<file path="src/sv/dss_pkg.sv">
// shared types and constants for the two-stack shared array
`timescale 1ns / 1ps

package dss_pkg;

    localparam int DEPTH_DEFAULT = 16;
    localparam int WORD_W        = 32;

    typedef enum logic [2:0] {
        OP_PUSH_ONE = 3'd0,
        OP_PUSH_TWO = 3'd1,
        OP_POP_ONE  = 3'd2,
        OP_POP_TWO  = 3'd3,
        OP_DUMP_ONE = 3'd4,
        OP_DUMP_TWO = 3'd5
    } op_t;

    typedef enum logic [1:0] {
        ST_OK    = 2'd0,
        ST_FULL  = 2'd1,
        ST_EMPTY = 2'd2
    } status_t;

    typedef struct packed {
        logic    push_low;
        logic    push_high;
        logic    pop_low;
        logic    pop_high;
        logic    dump_low;
        logic    dump_high;
        logic    scan_step;
        logic    rd_last;
        logic    emit_now;
        status_t emit_status;
    } dss_cmd_t;

    typedef struct packed {
        logic full;
        logic low_empty;
        logic high_empty;
        logic low_single;
        logic high_single;
        logic scan_end;
    } dss_stat_t;

endpackage

</file>
<file path="src/sv/dss_ram.sv">
// generic single-write, single-read ram with registered read data
`timescale 1ns / 1ps

module dss_ram #(
    parameter int WIDTH = 32,
    parameter int DEPTH = 16
) (
    input  logic                     clk,
    input  logic                     wr_en,
    input  logic [$clog2(DEPTH)-1:0] wr_addr,
    input  logic [WIDTH-1:0]         wr_data,
    input  logic                     rd_en,
    input  logic [$clog2(DEPTH)-1:0] rd_addr,
    output logic [WIDTH-1:0]         rd_data
);

    logic [WIDTH-1:0] mem [DEPTH];

    always_ff @(posedge clk)
    begin
        if (wr_en)
        begin
            mem[wr_addr] <= wr_data;
        end
    end

    always_ff @(posedge clk)
    begin
        if (rd_en)
        begin
            rd_data <= mem[rd_addr];
        end
    end

endmodule

</file>
<file path="src/sv/dss_ctrl.sv">
// controller state machine for the two-stack shared array
`timescale 1ns / 1ps

module dss_ctrl (
    input  logic              clk,
    input  logic              rst_n,
    input  logic              start,
    input  logic [2:0]        opcode,
    input  dss_pkg::dss_stat_t stat,
    output dss_pkg::dss_cmd_t  cmd,
    output logic              busy
);

    typedef enum logic [1:0] {
        S_IDLE,
        S_SCAN,
        S_DRAIN
    } state_t;

    state_t       state_reg;
    state_t       state_next;
    logic         busy_reg;
    logic         busy_next;
    dss_pkg::op_t op;

    assign op   = dss_pkg::op_t'(opcode);
    assign busy = busy_reg;

    always_comb
    begin
        cmd        = '0;
        state_next = state_reg;
        unique case (state_reg)
            S_IDLE:
            begin
                if (start)
                begin
                    unique case (op)
                        dss_pkg::OP_PUSH_ONE, dss_pkg::OP_PUSH_TWO:
                        begin
                            cmd.emit_now = 1'b1;
                            if (stat.full)
                            begin
                                cmd.emit_status = dss_pkg::ST_FULL;
                            end
                            else
                            begin
                                cmd.emit_status = dss_pkg::ST_OK;
                                cmd.push_low    = (op == dss_pkg::OP_PUSH_ONE);
                                cmd.push_high   = (op == dss_pkg::OP_PUSH_TWO);
                            end
                        end
                        dss_pkg::OP_POP_ONE:
                        begin
                            if (stat.low_empty)
                            begin
                                cmd.emit_now    = 1'b1;
                                cmd.emit_status = dss_pkg::ST_EMPTY;
                            end
                            else
                            begin
                                cmd.pop_low = 1'b1;
                                cmd.rd_last = 1'b1;
                                state_next  = S_DRAIN;
                            end
                        end
                        dss_pkg::OP_POP_TWO:
                        begin
                            if (stat.high_empty)
                            begin
                                cmd.emit_now    = 1'b1;
                                cmd.emit_status = dss_pkg::ST_EMPTY;
                            end
                            else
                            begin
                                cmd.pop_high = 1'b1;
                                cmd.rd_last  = 1'b1;
                                state_next   = S_DRAIN;
                            end
                        end
                        dss_pkg::OP_DUMP_ONE:
                        begin
                            if (stat.low_empty)
                            begin
                                cmd.emit_now    = 1'b1;
                                cmd.emit_status = dss_pkg::ST_EMPTY;
                            end
                            else
                            begin
                                cmd.dump_low = 1'b1;
                                cmd.rd_last  = stat.low_single;
                                state_next   = stat.low_single ? S_DRAIN : S_SCAN;
                            end
                        end
                        dss_pkg::OP_DUMP_TWO:
                        begin
                            if (stat.high_empty)
                            begin
                                cmd.emit_now    = 1'b1;
                                cmd.emit_status = dss_pkg::ST_EMPTY;
                            end
                            else
                            begin
                                cmd.dump_high = 1'b1;
                                cmd.rd_last   = stat.high_single;
                                state_next    = stat.high_single ? S_DRAIN : S_SCAN;
                            end
                        end
                        default:
                        begin
                        end
                    endcase
                end
            end
            S_SCAN:
            begin
                cmd.scan_step = 1'b1;
                if (stat.scan_end)
                begin
                    cmd.rd_last = 1'b1;
                    state_next  = S_DRAIN;
                end
            end
            S_DRAIN:
            begin
                state_next = S_IDLE;
            end
            default:
            begin
                state_next = S_IDLE;
            end
        endcase
        busy_next = (state_next != S_IDLE);
    end

    always_ff @(posedge clk or negedge rst_n)
    begin
        if (!rst_n)
        begin
            state_reg <= S_IDLE;
            busy_reg  <= 1'b0;
        end
        else
        begin
            state_reg <= state_next;
            busy_reg  <= busy_next;
        end
    end

endmodule

</file>
<file path="src/sv/dss_datapath.sv">
// stack pointers, shared store, dump scan and result registers
`timescale 1ns / 1ps

module dss_datapath #(
    parameter int DEPTH = dss_pkg::DEPTH_DEFAULT
) (
    input  logic                      clk,
    input  logic                      rst_n,
    input  dss_pkg::dss_cmd_t          cmd,
    input  logic signed [31:0]        push_value,
    output dss_pkg::dss_stat_t         stat,
    output logic                      result_valid,
    output logic [1:0]                status,
    output logic signed [31:0]        word_out,
    output logic                      last_of_run
);

    localparam int AW = $clog2(DEPTH);
    localparam int CW = $clog2(DEPTH + 1);

    logic [CW-1:0] count_low_reg;
    logic [CW-1:0] count_low_next;
    logic [CW-1:0] base_high_reg;
    logic [CW-1:0] base_high_next;
    logic [AW-1:0] scan_reg;
    logic [AW-1:0] scan_next;
    logic          down_reg;
    logic          down_next;
    logic          rd_valid_reg;
    logic          rd_last_reg;
    logic          result_valid_reg;
    logic          result_valid_next;
    logic [1:0]    status_reg;
    logic [1:0]    status_next;
    logic [31:0]   word_reg;
    logic [31:0]   word_next;
    logic          last_reg;
    logic          last_next;

    logic [CW-1:0] low_m1;
    logic [CW-1:0] low_m2;
    logic [CW-1:0] high_m1;
    logic [CW-1:0] high_p1;
    logic          wr_en;
    logic [AW-1:0] wr_addr;
    logic          rd_en;
    logic [AW-1:0] rd_addr;
    logic [31:0]   rd_data;

    assign low_m1  = count_low_reg - CW'(1);
    assign low_m2  = count_low_reg - CW'(2);
    assign high_m1 = base_high_reg - CW'(1);
    assign high_p1 = base_high_reg + CW'(1);

    assign stat.full        = (count_low_reg == base_high_reg);
    assign stat.low_empty   = (count_low_reg == '0);
    assign stat.high_empty  = (base_high_reg == CW'(DEPTH));
    assign stat.low_single  = (count_low_reg == CW'(1));
    assign stat.high_single = (base_high_reg == CW'(DEPTH - 1));
    assign stat.scan_end    = down_reg ? (scan_reg == '0) : (scan_reg == AW'(DEPTH - 1));

    assign wr_en   = cmd.push_low | cmd.push_high;
    assign wr_addr = cmd.push_low ? count_low_reg[AW-1:0] : high_m1[AW-1:0];
    assign rd_en   = cmd.pop_low | cmd.pop_high | cmd.dump_low | cmd.dump_high
                   | cmd.scan_step;

    always_comb
    begin
        if (cmd.pop_low || cmd.dump_low)
        begin
            rd_addr = low_m1[AW-1:0];
        end
        else if (cmd.pop_high || cmd.dump_high)
        begin
            rd_addr = base_high_reg[AW-1:0];
        end
        else
        begin
            rd_addr = scan_reg;
        end
    end

    always_comb
    begin
        count_low_next = count_low_reg;
        base_high_next = base_high_reg;
        scan_next      = scan_reg;
        down_next      = down_reg;
        if (cmd.push_low)
        begin
            count_low_next = count_low_reg + CW'(1);
        end
        if (cmd.pop_low)
        begin
            count_low_next = low_m1;
        end
        if (cmd.push_high)
        begin
            base_high_next = high_m1;
        end
        if (cmd.pop_high)
        begin
            base_high_next = high_p1;
        end
        if (cmd.dump_low)
        begin
            scan_next = low_m2[AW-1:0];
            down_next = 1'b1;
        end
        if (cmd.dump_high)
        begin
            scan_next = high_p1[AW-1:0];
            down_next = 1'b0;
        end
        if (cmd.scan_step)
        begin
            scan_next = down_reg ? scan_reg - AW'(1) : scan_reg + AW'(1);
        end
    end

    always_comb
    begin
        result_valid_next = 1'b0;
        status_next       = status_reg;
        word_next         = word_reg;
        last_next         = last_reg;
        if (rd_valid_reg)
        begin
            result_valid_next = 1'b1;
            status_next       = dss_pkg::ST_OK;
            word_next         = rd_data;
            last_next         = rd_last_reg;
        end
        else if (cmd.emit_now)
        begin
            result_valid_next = 1'b1;
            status_next       = cmd.emit_status;
            word_next         = '0;
            last_next         = 1'b1;
        end
    end

    always_ff @(posedge clk or negedge rst_n)
    begin
        if (!rst_n)
        begin
            count_low_reg    <= '0;
            base_high_reg    <= CW'(DEPTH);
            rd_valid_reg     <= 1'b0;
            result_valid_reg <= 1'b0;
        end
        else
        begin
            count_low_reg    <= count_low_next;
            base_high_reg    <= base_high_next;
            rd_valid_reg     <= rd_en;
            result_valid_reg <= result_valid_next;
        end
    end

    always_ff @(posedge clk)
    begin
        scan_reg    <= scan_next;
        down_reg    <= down_next;
        rd_last_reg <= cmd.rd_last;
        status_reg  <= status_next;
        word_reg    <= word_next;
        last_reg    <= last_next;
    end

    dss_ram #(
        .WIDTH (dss_pkg::WORD_W),
        .DEPTH (DEPTH)
    ) u_store (
        .clk     (clk),
        .wr_en   (wr_en),
        .wr_addr (wr_addr),
        .wr_data (push_value),
        .rd_en   (rd_en),
        .rd_addr (rd_addr),
        .rd_data (rd_data)
    );

    assign result_valid = result_valid_reg;
    assign status       = status_reg;
    assign word_out     = word_reg;
    assign last_of_run  = last_reg;

endmodule

</file>
<file path="src/sv/dual_stack_shared_array.sv">
// top level of two lifo stacks sharing one store
//
// channel   signals                                  transaction
// command   start, busy, opcode, push_value          start high while busy low
// result    result_valid, status, word_out,          one cycle per result,
//           last_of_run                              no back-pressure
//
// push and full or empty results: busy stays low, result in the next cycle,
// so pushes run one per cycle
// pop: busy for one cycle while the store read completes, result via the read data register
// dump of n words: busy until the last store read completes, one word per cycle from the store read port
// reset: both stacks empty; the store itself is not cleared
`timescale 1ns / 1ps

module dual_stack_shared_array #(
    parameter int DEPTH = dss_pkg::DEPTH_DEFAULT
) (
    input  logic               clk,
    input  logic               rst_n,
    input  logic               start,
    output logic               busy,
    input  logic [2:0]         opcode,
    input  logic signed [31:0] push_value,
    output logic               result_valid,
    output logic [1:0]         status,
    output logic signed [31:0] word_out,
    output logic               last_of_run
);

    dss_pkg::dss_cmd_t  cmd;
    dss_pkg::dss_stat_t stat;

    dss_ctrl u_ctrl (
        .clk    (clk),
        .rst_n  (rst_n),
        .start  (start),
        .opcode (opcode),
        .stat   (stat),
        .cmd    (cmd),
        .busy   (busy)
    );

    dss_datapath #(
        .DEPTH (DEPTH)
    ) u_datapath (
        .clk          (clk),
        .rst_n        (rst_n),
        .cmd          (cmd),
        .push_value   (push_value),
        .stat         (stat),
        .result_valid (result_valid),
        .status       (status),
        .word_out     (word_out),
        .last_of_run  (last_of_run)
    );

`ifndef ASSERT_OFF
    a_push_result: assert property (@(posedge clk) disable iff (!rst_n)
        start && !busy && (opcode == dss_pkg::OP_PUSH_ONE || opcode == dss_pkg::OP_PUSH_TWO)
        |=> result_valid && last_of_run)
        else $error("push transaction without a result");

    a_error_result: assert property (@(posedge clk) disable iff (!rst_n)
        result_valid && status != dss_pkg::ST_OK |-> last_of_run && word_out == '0)
        else $error("error result not final or carries a word");

    a_drain_result: assert property (@(posedge clk) disable iff (!rst_n)
        $fell(busy) |-> result_valid && last_of_run)
        else $error("busy dropped without a final result");

    a_reset_idle: assert property (@(posedge clk)
        !rst_n |=> !busy && !result_valid)
        else $error("busy or result during reset");
`endif

endmodule

</file>
<file path="config.mk">
export PLATFORM = sky130hd
export DESIGN_NAME = dual_stack_shared_array
export DESIGN_NICKNAME = d
export VERILOG_FILES = /design/src/sv/dss_pkg.sv /design/src/sv/dss_ram.sv /design/src/sv/dss_ctrl.sv /design/src/sv/dss_datapath.sv /design/src/sv/dual_stack_shared_array.sv
export SDC_FILE = /design/constraint.sdc
export NUM_CORES = 1
export LEC_CHECK = 0
export BUFFER_PORTS_ARGS = -buffer_cell sky130_fd_sc_hd__buf_2
export CORE_MARGIN = 2
export CORE_UTILIZATION = 56
export DETAILED_ROUTE_END_ITERATION = 12
export PLACE_DENSITY = 0.83
export SLEW_MARGIN = 20
export SYNTH_ARGS = -nofsm -noshare
export SYNTH_HDL_FRONTEND = slang
export SYNTH_SLANG_ARGS = --single-unit
</file>
<file path="constraint.sdc">
create_clock -name clk -period 4 [get_ports clk]
set_clock_uncertainty 0.2 [all_clocks]
set_input_delay 0.8 -clock clk [delete_from_list [all_inputs] [get_ports clk]]
set_output_delay 0.8 -clock clk [all_outputs]
set_load 0.1 [all_outputs]
</file>
==> results of run 1 <==
-- where the power goes --
group          internal (uW)  leakage (uW)  switching, uW
combinational           2480       0.00278           5120
sequential              7650       0.00549            302
clock                   2890      0.000857           2290
total                  13000       0.00913           7710
-- cell families (layout without fill, tap and decap cells) --
kind of cell | after synthesis | count (layout) | share of synthesized area, %
xor+xnor | 24 | 24 | 0.877
compound gates | 120 | 120 | 4.14
mux | 100 | 100 | 7.59
flops | 600 | 600 | 74.7
fa+ha+maj | 16 | 16 | 0.867
other cells | 0 | 3 | 0
simple gates | 483 | 483 | 9.61
buf+inv | 96 | 247 | 2.19
-- worst reg2reg max path: stages (launching register included) --
cell       delay, ns
dfrtp_1         0.59
inv_2           0.18
ha_1            0.23
nor4b_4         0.14
mux2i_2         0.34
a21oi_2         0.14
or2_4           0.33
buf_12          0.21
a2111oi_0       0.56
a311o_1         0.25
nand2b_1        0.14
o2111ai_1       0.15
-- worst paths after layout --
| check | startpoint | end | depth (start not counted) | slack, ns |
|---|---|---|---|---|
| worst max-delay path | u_datapath.count_low_reg[1] | u_datapath.u_store.rd_data[16] | 11 | 0.22 |
| worst min-delay path | u_datapath.rd_last_reg | u_datapath.last_of_run | 1 | 0.29 |
| worst max register to register | u_datapath.count_low_reg[1] | u_datapath.u_store.rd_data[16] | 11 | 0.22 |
| worst min register to register | u_datapath.rd_last_reg | u_datapath.last_of_run | 1 | 0.29 |
| max in group asynchronous | rst_n | u_datapath.base_high_reg[4] | 2 | 2.87 |
| min in group asynchronous | rst_n | u_datapath.count_low_reg[3] | 2 | 0.42 |
-- routing by layer --
| metal | GRT usage (%) | up-vias | part of all wire, % |
|---|---|---|---|
| li1 | - | 5815 | - |
| met1 | 35.3 | 6997 | 37 |
| met2 | 42.2 | 919 | 50 |
| met3 | 5.22 | 159 | 10 |
| met4 | 10.8 | 2 | 3.2 |
| met5 | 0 | - | 0.021 |
-- cells in the mapped netlist, drive strengths merged (2+ instances only) --
master / number
mux2i: 35
a21oi: 10
a31oi: 5
o2111ai: 21
a311o: 21
xor2: 10
o32a: 2
dfxtp: 4
nor3b: 24
o21ai: 9
mux4: 65
nand4: 10
a21boi: 3
nand3: 94
clkbuf: 45
nand2: 233
a22oi: 4
o22ai: 3
dfrtp: 14
nor3: 8
a32oi: 13
a22o: 2
and3: 3
buf: 37
nor4b: 2
inv: 14
edfxtp: 581
xnor2: 14
and2: 35
a2111oi: 21
nand2b: 28
or2: 3
nor2: 39
ha: 15
-- cell type report --
| cell class | count | area share (%) |
|---|---|---|
| clock inverters | 32 | 1.19 |
| inverters | 14 | 0.193 |
| repair buffers | 135 | 3.98 |
| clock buffers | 66 | 5.29 |
| multi-input cells | 743 | 21.0 |
| diodes | 3 | 0.0276 |
| well taps | 539 | 2.48 |
| flip-flops and latches | 600 | 65.9 |
-- repair_timing --
item,in CTS,in global routing
hold buffers,1,0
hold endpoints to repair,14,0
endpoints found under the setup margin,0,19
gates resized for setup,0,5
-- per-stage QoR --
step	util [%]	area (um2)	setup WS, ns	hold WS [ns]
finish	64.5	27200	0.219	0.287
CTS	64.4	27100	0.0490	0.293
global route	64.5	27200	0.0254	0.323
global placement	60.2	25400	0.240	0.268
detailed placement	60.2	25400	0.122	0.278
floorplan	-	24000	-0.303	0.250
==> results.py, run 1 <==
metrics = {
    "routing": {
        "drt_pre_antenna_iters": 5,
        "drt_iter0_markers": 1592,
        "via_count": 13900,
        "drt-wirelength-per-cell_um": 27.0,
        "viasPerCell": 6.52,
        "ant_nets": 0,
        "drc_errors": 0,
        "wirelength_mm": 57.6,
    },
    "yosys": {
        "synthArstFlopShare_pct": 2.50,
        "yosys.cell_types.count": 62,
        "yosysTopAreaCell": "edfxtp_1",
        "syn_area_per_cell_um2": 16.6,
        "synth_flop_cell": "edfxtp_1",
        "ys_ff_latch": 600,
        "syn_nets": 1493,
        "yosysTopAreaCellShare_pct": 72.8,
        "synth_area_um2": 24000,
        "synth.area.top_cells": "edfxtp_1 (73%), mux4_2 (6.1%), nand2_1 (3.7%)",
        "synth_seq_area_share_pct": 74.7,
        "synth_edf_count": 581,
        "synth_cells": 1439,
        "ys_warn_count": 0,
    },
    "layout": {
        "syn2layout_area_growth_pct": 13.5,
        "drive_above_1_share_pct": 20.2,
        "post_layout_nonfiller_instances": 2132,
        "multi_input_area_um2": 5700,
        "layout.nets": 1604,
        "layout_common_cells": "edfxtp_1 (581), nand2_1 (232), nand3_1 (94)",
        "fill_cells": 2711,
        "top_register": "u_datapath.u_store.mem",
        "largest_reg_flops": 512,
        "regArea_um2": 17900,
        "final_common_cell": "edfxtp_1",
    },
    "place": {
        "dp_hpwl_mm": 31.2,
        "globalplace.congestion": 0.830,
        "placed_cells_incl_taps": 2029,
        "portBuffers": 74,
    },
    "sta": {
        "rsz0062_at_grt": "no",
        "worstMarginPinSlew_ns": 1.13,
        "relSlewSlack_pct": 24.4,
        "fin_setup_tns_ns": 0,
        "final_min_period_over_clock_period_pct": 94.5,
        "maxSlewViolCount": 0,
        "min_period_ns": 3.78,
        "max_freq_mhz": 265,
        "finalSetupViolations": 0,
        "hold_viol_final": 0,
    },
    "critical_path": {
        "worstSetupEndpointType": "flip-flop",
        "critPathMaxFanout": 30,
        "path_cells": "inv_2 > ha_1 > nor4b_4 > mux2i_2 > a21oi_2 > or2_4 > buf_12 > a2111oi_0 > a311o_1 > nand2b_1 > o2111ai_1",
        "cp.required_ns": 4.12,
        "critical_path.top_delay_family": "compound AO/OA/AOI/OAI gates",
        "path_class": "reg -> reg",
        "cp_num_buf_inv": 2,
        "critical-path-max-stage-delay_ns": 0.59,
        "arrival_ns": 3.90,
        "cp_slowest_cell": "dfrtp_1",
        "critPathLaunchType": "flip-flop",
    },
    "grt": {
        "antenna_found_initial": 5,
        "grt_pass1_vias": 14100,
        "grt_max_degree": 77,
        "grt_usage_pct": 26.1,
        "grt_pass1_wl_mm": 85.7,
        "grt-ovfl-total": 0,
    },
    "clocking": {
        "clkTransAtPathRegs_ns": 0.06,
        "insertion_delay_ns": 0.63,
        "cts-root-buf": "clkbuf_16",
        "cts_sinks": 600,
        "postCtsSetupBuffers": 0,
        "cts_inserted_buffers": 56,
        "cts_tree": "yes",
        "htreeDepth": 2,
        "clockBufferDepth": 3,
    },
    "floorplanning": {
        "ioPinCount": 75,
        "num_rows": 75,
        "dieArea_um2": 44500,
        "die-width_um": 211,
        "core_um2": 42100,
        "fp.dieH_um": 211,
        "initial_utilization_pct": 56.9,
    },
    "power_and_ir_drop": {
        "p_leak_uw": 0.00913,
        "total_power_uw": 20700,
        "powerDensity_nw_per_um2": 763,
        "ir_drop_v": 0.000633,
    },
    "min_path": {
        "hp-class": "reg -> reg",
    },
    "status": {
        "status": "finished, final reports clean",
    },
    "run": {
        "max-cap-violations": 0,
    },
}
Power figures use the tool's default switching activity.
==> run 2: changes to the inputs <==
- CORE_UTILIZATION: 56 -> 62
- PLACE_DENSITY: 0.83 -> 0.87
- clock period: 4 -> 4.12 ns (I/O delays scaled with it)
==> run 2 against run 1 <==
Against the previous run:
- final cell count is 0.47% lower
- core utilization is 6.7 points higher
- via count is 3.3% higher
- maximum frequency is 4.3% lower
- critical path depth is 2 higher
- count of clock-buffer cells in the layout is 3 lower
- register-to-register slack worse by 0.05 ns
- sequential share of layout area is 0.37 points lower
- hold slack better by 0.0062 ns
- non-clock buffer count is 4 higher
- power is 0.64% higher
- combinational power is 0.5% higher
- largest cell class unchanged
- largest power group is now combinational cells
==> results.py, run 2 (synthesis results as in run 1) <==
metrics = {
    "routing": {
        "wirelength_mm": 59.7,
        "drt_pre_antenna_iters": 6,
        "drt-wirelength-per-cell_um": 28.1,
        "via_count": 14300,
        "ant_nets": 0,
        "viasPerCell": 6.76,
        "drt_iter0_markers": 2269,
        "drc_errors": 0,
    },
    "place": {
        "globalplace.congestion": 0.848,
        "dp_hpwl_mm": 31.6,
        "portBuffers": 74,
        "placed_area_um2": 25300,
    },
    "layout": {
        "regArea_um2": 17900,
        "fill_cells": 2200,
        "multi_input_area_um2": 5710,
        "final_common_cell": "edfxtp_1",
        "drive_above_1_share_pct": 21.0,
        "final_area_um2": 27300,
        "top_register": "u_datapath.u_store.mem",
        "syn2layout_area_growth_pct": 14.1,
        "layout.nets": 1609,
        "layout_common_cells": "edfxtp_1 (581), nand2_1 (232), nand3_1 (94)",
        "largest_reg_flops": 512,
    },
    "critical_path": {
        "worstRegToRegCells": 13,
        "path_class": "reg -> reg",
        "r2r_end": "u_datapath.u_store.rd_data[22]",
        "critPathLaunchType": "flip-flop",
        "arrival_ns": 4.10,
        "worstSetupEndpointType": "flip-flop",
        "critPathMaxFanout": 37,
        "r2r_start": "u_datapath.base_high_reg[0]",
        "rrSetupSlack_ns": 0.17,
        "cp.required_ns": 4.26,
    },
    "clocking": {
        "cts_sinks": 600,
        "cts_inserted_buffers": 57,
        "clkTransAtPathRegs_ns": 0.06,
        "cts_tree": "yes",
        "htreeDepth": 2,
        "cts-root-buf": "clkbuf_16",
        "clockBufferDepth": 3,
        "insertion_delay_ns": 0.62,
    },
    "sta": {
        "maxSlewViolCount": 0,
        "rsz0062_at_grt": "yes",
        "min_period_ns": 3.95,
        "relSlewSlack_pct": 23.6,
        "hold_ws_ns": 0.293,
        "max_freq_mhz": 253,
        "finalSetupViolations": 0,
        "worstMarginPinSlew_ns": 1.14,
        "final_min_period_over_clock_period_pct": 95.9,
        "hold_viol_final": 0,
    },
    "power_and_ir_drop": {
        "total_power_uw": 20900,
        "p_leak_uw": 0.00923,
        "ir_drop_v": 0.000486,
        "powerDensity_nw_per_um2": 763,
    },
    "min_path": {
        "hold-path-cell-count": 2,
        "worstHoldStart": "u_datapath.status[0]",
        "hp-class": "reg -> reg",
        "holdPathEnd": "u_datapath.status[0]",
    },
    "status": {
        "status": "finished, final reports clean",
    },
    "run": {
        "max-cap-violations": 0,
    },
    "floorplanning": {
        "dieArea_um2": 40200,
        "fp.dieH_um": 201,
        "die-width_um": 201,
        "num_rows": 72,
        "core_um2": 38400,
        "initial_utilization_pct": 62.4,
        "ioPinCount": 75,
    },
    "grt": {
        "use_met1_pct": 40.1,
        "grt_pass1_wl_mm": 90.0,
        "grt_max_degree": 56,
        "grt-busiest-layer": "met2",
        "grt_usage_pct": 30.1,
        "grt_use_met3_pct": 5.96,
        "met2_usage_pct": 48.6,
        "grt_pass1_vias": 14600,
        "antenna_found_initial": 3,
        "grt-ovfl-total": 0,
    },
}
-- run 2: layer usage --
metal,vias up,part of all wire [%]
met4,4,4.1
met2,1191,49
met3,190,11
met1,7125,36
li1,5834,-
met5,-,0.033
-- run 2: area by class of cell --
type,instances,area share [%]
Inverter,14,0.192
Tap cell,518,2.37
Clock inverter,44,1.91
Antenna cell,1,0.00915
Timing Repair Buffer,139,3.77
Clock buffer,63,5.38
Sequential cell,600,65.5
Multi-Input combinational cell,743,20.9
-- run 2: timing repair --
item,in CTS,in global routing
gates resized for setup,0,6
hold buffers,1,0
endpoints found under the setup margin,0,33
setup buffers,0,2
endpoints found under the hold margin,14,0
-- run 2: worst max-delay path by stage --
stage / start / to / slack [ns]
3_3_place_gp: opcode[1] / u_datapath.u_store.mem[9][11] / 0.09
5_1_grt: u_datapath.base_high_reg[0] / u_datapath.u_store.rd_data[24] / -0.04
6_report: u_datapath.base_high_reg[0] / u_datapath.u_store.rd_data[22] / 0.17
4_1_cts: u_datapath.base_high_reg[0] / u_datapath.u_store.rd_data[9] / 0.1
3_5_place_dp: start / u_datapath.u_store.mem[6][15] / -0.05
2_1_floorplan: start / u_datapath.u_store.mem[13][0] / -0.21
-- run 2: stage by stage --
| stage | TNS (ns) | utilization, % | std cells | setup WS [ns] |
|---|---|---|---|---|
| after floorplan | -102.63 | - | 1439 | -0.207 |
| after global placement | 0 | 65.9 | 2010 | 0.0940 |
| after detailed placement | -1.05 | 65.9 | 2010 | -0.0481 |
| after CTS | 0 | 71.1 | 2118 | 0.0967 |
| after global routing | -0.0783 | 71.2 | 2121 | -0.0399 |
| final | 0 | 71.2 | 2122 | 0.168 |
-- run 2: where the power goes --
group / internal [uW] / leakage, uW / switching [uW]
registers: 7430 / 0.00549 / 217
logic: 2470 / 0.00277 / 5180
clock network: 3230 / 0.000967 / 2340
-- run 2: worst max-delay path, stage by stage, from the launching register on --
cell and delay (ns):
dfrtp_1 0.39, buf_4 0.18, inv_1 0.16, ha_1 0.21
nor4bb_4 0.38, mux2i_2 0.23, a21oi_2 0.22, or2_4 0.29
buf_12 0.30, buf_4 0.34, mux2i_1 0.26, mux2i_1 0.11
a32oi_1 0.22, nand3_1 0.16
